## config.mk

```make
export PLATFORM = sky130hd
export DESIGN_NAME = lru_replacement_tracker_top
export DESIGN_NICKNAME = d
export VERILOG_FILES = /design/src/rtl/core/lrt_pkg.sv /design/src/rtl/core/lru_replacement_tracker_top.sv
export SDC_FILE = /design/constraint.sdc
export NUM_CORES = 1
export LEC_CHECK = 0
export BUFFER_PORTS_ARGS = -buffer_cell sky130_fd_sc_hd__buf_2
export CORE_ASPECT_RATIO = 0.8
export CORE_MARGIN = 3
export CORE_UTILIZATION = 55
export DETAILED_ROUTE_END_ITERATION = 10
export PLACE_DENSITY_LB_ADDON = 0.3
export SLEW_MARGIN = 20
export SYNTH_ARGS = -nofsm -noshare
export SYNTH_HDL_FRONTEND = slang
export SYNTH_SLANG_ARGS = --single-unit
```

## constraint.sdc

```tcl
create_clock -name clk -period 7.7 [get_ports clk]
set_input_delay 1.155 -clock clk [delete_from_list [all_inputs] [get_ports clk]]
set_output_delay 1.155 -clock clk [all_outputs]
set_load 0.05 [all_outputs]
```

## src/rtl/core/lrt_pkg.sv

```systemverilog
`default_nettype none

package lrt_pkg;

  // Default sizing of the tracker.
  localparam int LRT_CAPACITY = 16;
  localparam int LRT_KEY_BITS = 32;

  // Widths of the request and response fields.
  localparam int LRT_OP_W     = 2;
  localparam int LRT_KEY_W    = 32;
  localparam int LRT_STATUS_W = 3;
  localparam int LRT_OCC_W    = 5;

  // Operation codes.
  localparam logic [LRT_OP_W-1:0] OP_INSERT = 2'd0;
  localparam logic [LRT_OP_W-1:0] OP_EVICT  = 2'd1;
  localparam logic [LRT_OP_W-1:0] OP_ERASE  = 2'd2;

  // Status codes.
  localparam logic [LRT_STATUS_W-1:0] ST_INSERTED  = 3'd0;
  localparam logic [LRT_STATUS_W-1:0] ST_REFRESHED = 3'd1;
  localparam logic [LRT_STATUS_W-1:0] ST_EVICTED   = 3'd2;
  localparam logic [LRT_STATUS_W-1:0] ST_EMPTY     = 3'd3;
  localparam logic [LRT_STATUS_W-1:0] ST_ERASED    = 3'd4;
  localparam logic [LRT_STATUS_W-1:0] ST_ABSENT    = 3'd5;
  localparam logic [LRT_STATUS_W-1:0] ST_FULL      = 3'd6;

  typedef struct packed {
    logic [LRT_OP_W-1:0]  operation;
    logic [LRT_KEY_W-1:0] key;
  } lrt_req_t;

  typedef struct packed {
    logic [LRT_STATUS_W-1:0] status;
    logic [LRT_KEY_W-1:0]    victim_key;
    logic [LRT_OCC_W-1:0]    occupancy;
  } lrt_rsp_t;

endpackage

`default_nettype wire

```

## src/rtl/core/lru_replacement_tracker_top.sv

```systemverilog
// A request is captured in the request register, and its response is registered in the
// response register, where it is held while out_stall is high.
// Throughput: one request per cycle while the response is not stalled; every entry compares
// against the key in parallel and the whole ordered store shifts and writes in the same cycle.
// Reset (synchronous, active low) empties the tracker and clears both pipeline stages;
// the key store itself is not cleared, as only entries below the count are ever used.
`default_nettype none

module lru_replacement_tracker_top
  import lrt_pkg::*;
#(
  parameter int CAPACITY = LRT_CAPACITY,
  parameter int KEY_BITS = LRT_KEY_BITS
) (
  input  wire logic     clk,
  input  wire logic     rst_n,
  input  wire logic     in_valid,
  output logic          in_stall,
  input  wire lrt_req_t in_req,
  output logic          out_valid,
  input  wire logic     out_stall,
  output lrt_rsp_t      out_rsp
);

  // Only the low KEY_BITS bits of the 32-bit key field take part, so the stored
  // width is the smaller of the two.
  localparam int SKW = (KEY_BITS < LRT_KEY_W) ? KEY_BITS : LRT_KEY_W;
  // Index of an entry, and the count which must also hold CAPACITY itself.
  localparam int CIW = $clog2(CAPACITY);
  localparam int CW  = $clog2(CAPACITY + 1);

  // Request stage.
  logic                s1_valid_r;
  logic [LRT_OP_W-1:0] s1_op_r;
  logic [SKW-1:0]      s1_key_r;

  // Response stage.
  logic     out_valid_r;
  lrt_rsp_t out_rsp_r;
  lrt_rsp_t rsp_nxt;

  // Ordered store: position 0 is the least recently used key.
  logic [SKW-1:0] keys_r   [CAPACITY];
  logic [SKW-1:0] keys_nxt [CAPACITY];
  logic [CW-1:0]  count_r;
  logic [CW-1:0]  count_nxt;
  logic [CW-1:0]  count_dec;

  logic                advance;
  logic                s1_fire;
  logic [CAPACITY-1:0] match;
  logic                hit;
  logic [CIW-1:0]      hit_pos;
  logic                shift_en;
  logic [CIW-1:0]      shift_from;
  logic                wr_en;
  logic [CIW-1:0]      wr_idx;

  // The response register moves whenever it is empty or being taken; the request
  // register is held only when its request cannot move on.
  assign advance   = !out_valid_r || !out_stall;
  assign s1_fire   = s1_valid_r && advance;
  assign in_stall  = s1_valid_r && !advance;
  assign out_valid = out_valid_r;
  assign out_rsp   = out_rsp_r;
  assign count_dec = count_r - CW'(1);

  // Parallel compare of every live entry against the request key. Keys are kept
  // distinct, so at most one entry matches and its position can be formed by OR.
  always_comb begin
    hit_pos = '0;
    for (int i = 0; i < CAPACITY; i++) begin
      match[i] = (CW'(i) < count_r) && (keys_r[i] == s1_key_r);
      if (match[i]) begin
        hit_pos = hit_pos | CIW'(i);
      end
    end
    hit = |match;
  end

  // Operation decode: decide the response, whether the store closes a gap from some
  // position towards the least recent end, and where the request key is written.
  always_comb begin
    rsp_nxt            = '0;
    rsp_nxt.status     = ST_ABSENT;
    count_nxt          = count_r;
    shift_en           = 1'b0;
    shift_from         = '0;
    wr_en              = 1'b0;
    wr_idx             = '0;
    unique case (s1_op_r)
      OP_INSERT: begin
        if (hit) begin
          // A touched key leaves its place and rejoins at the most recent end.
          rsp_nxt.status = ST_REFRESHED;
          shift_en       = 1'b1;
          shift_from     = hit_pos;
          wr_en          = 1'b1;
          wr_idx         = count_dec[CIW-1:0];
        end else if (count_r == CW'(CAPACITY)) begin
          rsp_nxt.status = ST_FULL;
        end else begin
          rsp_nxt.status = ST_INSERTED;
          wr_en          = 1'b1;
          wr_idx         = count_r[CIW-1:0];
          count_nxt      = count_r + CW'(1);
        end
      end
      OP_EVICT: begin
        if (count_r == '0) begin
          rsp_nxt.status = ST_EMPTY;
        end else begin
          rsp_nxt.status     = ST_EVICTED;
          rsp_nxt.victim_key = LRT_KEY_W'(keys_r[0]);
          shift_en           = 1'b1;
          count_nxt          = count_dec;
        end
      end
      OP_ERASE: begin
        if (hit) begin
          rsp_nxt.status = ST_ERASED;
          shift_en       = 1'b1;
          shift_from     = hit_pos;
          count_nxt      = count_dec;
        end
      end
      default: begin
        rsp_nxt.status = ST_ABSENT;
      end
    endcase
    rsp_nxt.occupancy = LRT_OCC_W'(count_nxt);
  end

  // Each entry either keeps its key, takes its upper neighbour's, or takes the new key.
  always_comb begin
    for (int i = 0; i < CAPACITY; i++) begin
      keys_nxt[i] = keys_r[i];
      if (shift_en && (CIW'(i) >= shift_from) && (i < CAPACITY - 1)) begin
        keys_nxt[i] = keys_r[(i < CAPACITY - 1) ? i + 1 : i];
      end
      if (wr_en && (CIW'(i) == wr_idx)) begin
        keys_nxt[i] = s1_key_r;
      end
    end
  end

  always_ff @(posedge clk) begin
    if (!rst_n) begin
      s1_valid_r  <= 1'b0;
      out_valid_r <= 1'b0;
      count_r     <= '0;
    end else begin
      if (!in_stall) begin
        s1_valid_r <= in_valid;
      end
      if (advance) begin
        out_valid_r <= s1_valid_r;
      end
      if (s1_fire) begin
        count_r <= count_nxt;
      end
    end
  end

  // Payload registers carry no reset.
  always_ff @(posedge clk) begin
    if (!in_stall && in_valid) begin
      s1_op_r  <= in_req.operation;
      s1_key_r <= in_req.key[SKW-1:0];
    end
    if (s1_fire) begin
      out_rsp_r <= rsp_nxt;
      for (int i = 0; i < CAPACITY; i++) begin
        keys_r[i] <= keys_nxt[i];
      end
    end
  end

endmodule

`default_nettype wire

```

==> impl_metrics.ini <==
[timing]
fin_ws_ns = 1.678
timing.slew.headroom = 0.1651
min_period_ns = 6.022
finalSetupTns_ns = 0
tightest_slew_ns = 1.241
skew_ns = 0.02398
drv_slew = 0
hold_violations = 0
timing.final.crit_share = 0.7821
max_freq_ghz = 0.1661
rsz0062_at_grt = false
setup_viol = 0

[drt]
drtIter0Drc = 3147
route.vias.total = 22090
wl_met1_microns = 41680
wl_met3_microns = 12700
top_layer = met4
totalWireLength_microns = 99910
wl_per_cell_microns = 30.02
ant_nets = 0
vias_per_cell = 6.639
dr.pass1.iters = 6
drc = 0
route.met2.wl_microns = 41810

[clocking]
cts_hold_buf = 0
post_cts_resized = 0
clock_path_buffers = 3
cts.sinks = 593
clk-insertion-delay-late_ns = 0.63
clockRootBuffer = clkbuf_16
clk_pin_slew_worst_paths_ns = 0.07
cts_setup_buffers = 0
cts_tree = done
cts_made_buffers = 58
htreeDepth = 2

[worst_setup_path]
critPathMaxFanout = 33
r2r_slack_ns = 1.68
cp.required_ns = 7.94
critPathKind = reg -> reg
startpoint_type = register
worstPathArrival_ns = 6.26
worst_r2r_endpoint = keys_r[1][49]
reg2reg_from = s1_key_r[16]
critPathCaptureType = register
r2r_cells = 11

[pwr]
p_leak_nw = 11.88
seqPwrFrac = 0.504
netSwitchingPower_mw = 1.858
p_int_mw = 5.502
power_density_nw_per_um2 = 203.5
clkPwrFrac = 0.393
power.share.combinational = 0.103
vdd_drop_max_v = 0.0001817
p_sw_frac = 0.2525

[final_layout]
nets = 2553
fillers = 4461
final_common_cell = edfxtp_1
area_growth_pct = 8.765
layout.cells.most_common_list = 586 x edfxtp_1, 302 x mux2_2, 271 x xnor2_1
drive_above_1_share = 0.2443

[floorplan]
rows = 79
die_width_microns = 280.9
core-area_sq_um = 59010
die_h_microns = 225.9
die-area_sq_um = 63460
start_util = 0.5634
io_pins = 80

[yosys]
synthCells = 2493
yosysWarnings = 0
synth_top_area_share = 0.5293
yosys.area.top_type = edfxtp_1
syn_nets = 2536
syn_area_per_cell_sq_um = 13.34
synth_edf_count = 586
synthDistinctLibCells = 85
synthArstFlopShare = 0
synthTopCellsByArea = edfxtp_1 53%, mux2_2 10%, xnor2_1 7.1%, xor2_1 6.5%, mux2_1 5.1%
syn_area_sq_um = 33250
synth-main-ff-cell = edfxtp_1
ys_seq_elements = 593
seq_area_frac_synth = 0.5335

[hold_path]
worstHoldStart = s1_valid_r
hold_path_class = reg -> reg
holdPathEnd = out_valid
holdPathStages = 2

[placed_design]
dp_hpwl_microns = 71550
dpl_worst_slack_ns = 1.966
gp_congestion = 1.029
io_buffers = 79

[run_status]
status = finished clean

[flow_run]
maxCapViolCount = 0

[grt]
grt_pass1_wl_microns = 145600
grt-ovfl-total = 0
antenna_found_initial = 4
grt_usage = 0.3121
grt_pass1_vias = 21510
grt_max_degree = 41
-- synth_stat cells (4+ instances only) --
cell type and count:
buf_2 101, or4b_1 4, o31ai_1 4, edfxtp_1 586, dfxtp_1 7, nor2_1 59, and4_1 8, xnor2_1 271
clkbuf_1 48, a31o_2 5, or2_2 6, o21ai_0 17, ha_1 5, o211ai_1 7, and2_1 36, o21a_1 9
and3_1 8, nand2_1 71, mux2_2 302, buf_4 37, nor3_1 30, nand4b_1 11, nor4b_1 7, inv_1 12
or4_1 13, nand4_1 111, buf_6 13, a21oi_1 30, mux2_1 151, or3_1 9, nand3_1 39, nor4_1 109
o2111ai_1 4, mux2_4 29, nor3b_1 5, xor2_1 247, a21o_1 4
-- area by class of cell --
cell class                 count  area (sq um)  share of cell area
sequential                   593         17740              0.4905
multi-input combinational   1685         14470              0.4001
clock buffer                  71          1531             0.04235
timing repair buffer         159          1049             0.02899
tap                          769         962.2             0.02661
clock inverter                37         361.6            0.009999
inverter                      13         48.80            0.001349
antenna                        1         2.502          0.00006920
-- cells by family after synthesis --
kind of cell	count (synthesis)	share of synthesized area
AO/OA/AOI/OAI	128	0.02916
XOR/XNOR	518	0.1365
adder cells (fa/ha/maj)	5	0.001882
buffers and inverters	215	0.03519
flip-flops	593	0.5335
multiplexers	484	0.1671
AND/OR/NAND/NOR	550	0.09672
-- worst max-delay path, cell delays in order, from the launching register on --
cell	delay (ns)
edfxtp_1	1.06
buf_4	0.45
xor2_1	0.11
nor4_1	0.43
nand4_1	0.15
nor4_1	0.96
nand4b_1	0.27
nor4_2	0.12
a211oi_2	0.36
a31oi_1	0.16
a211o_2	0.67
a21oi_4	0.84
-- sequential cells by signal, summed over array words and instances (netlist names) --
| name | cells |
|---|---|
| out_valid | 1 |
| keys_r | 512 |
| count_r | 5 |
| s1_valid_r | 1 |
| s1_op_r | 2 |
| out_rsp | 40 |
| s1_key_r | 32 |
-- per-layer routing --
| layer | up-vias | global-route usage |
|---|---|---|
| met1 | 10930 | 0.4628 |
| li1 | 9381 | - |
| met3 | 257 | 0.08196 |
| met4 | 0 | 0.1098 |
| met5 | - | 0 |
| met2 | 1524 | 0.4431 |
-- how the worst max path moves through the flow --
| stage | start | to | depth (start not counted) |
|---|---|---|---|
| 2_1_floorplan | out_stall | keys_r[0][100] | 6 |
| 3_3_place_gp | s1_key_r[14] | keys_r[1][42] | 11 |
| 3_5_place_dp | s1_key_r[14] | keys_r[1][49] | 11 |
| 4_1_cts | s1_key_r[14] | keys_r[1][49] | 11 |
| 5_1_grt | s1_key_r[14] | keys_r[1][49] | 11 |
| 6_report | s1_key_r[16] | keys_r[1][49] | 11 |
-- metrics by stage --
step | util | power (mW) | instance area (sq um) | cells | hold WS, ns
2_1_floorplan | - | 4.244 | 33250 | 2493 | 0.4206
3_3_place_gp | 0.5796 | 4.490 | 34210 | 3217 | 0.4825
3_5_place_dp | 0.5798 | 4.500 | 34210 | 3217 | 0.5045
4_1_cts | 0.6118 | 7.351 | 36100 | 3325 | 0.5165
5_1_grt | 0.6128 | 7.530 | 36160 | 3327 | 0.5591
6_report | 0.6128 | 7.360 | 36160 | 3328 | 0.5168
-- power by group through the flow --
stage | clock [mW] | sequential [mW] | combinational [mW]
floorplan | 0 | 3.75 | 0.491
global route | 3.03 | 3.71 | 0.793
CTS | 2.91 | 3.70 | 0.733
finish | 2.89 | 3.71 | 0.759
detailed placement | 0 | 3.77 | 0.728
global placement | 0 | 3.77 | 0.720
Note: power is estimated with default switching activity, not from simulation.
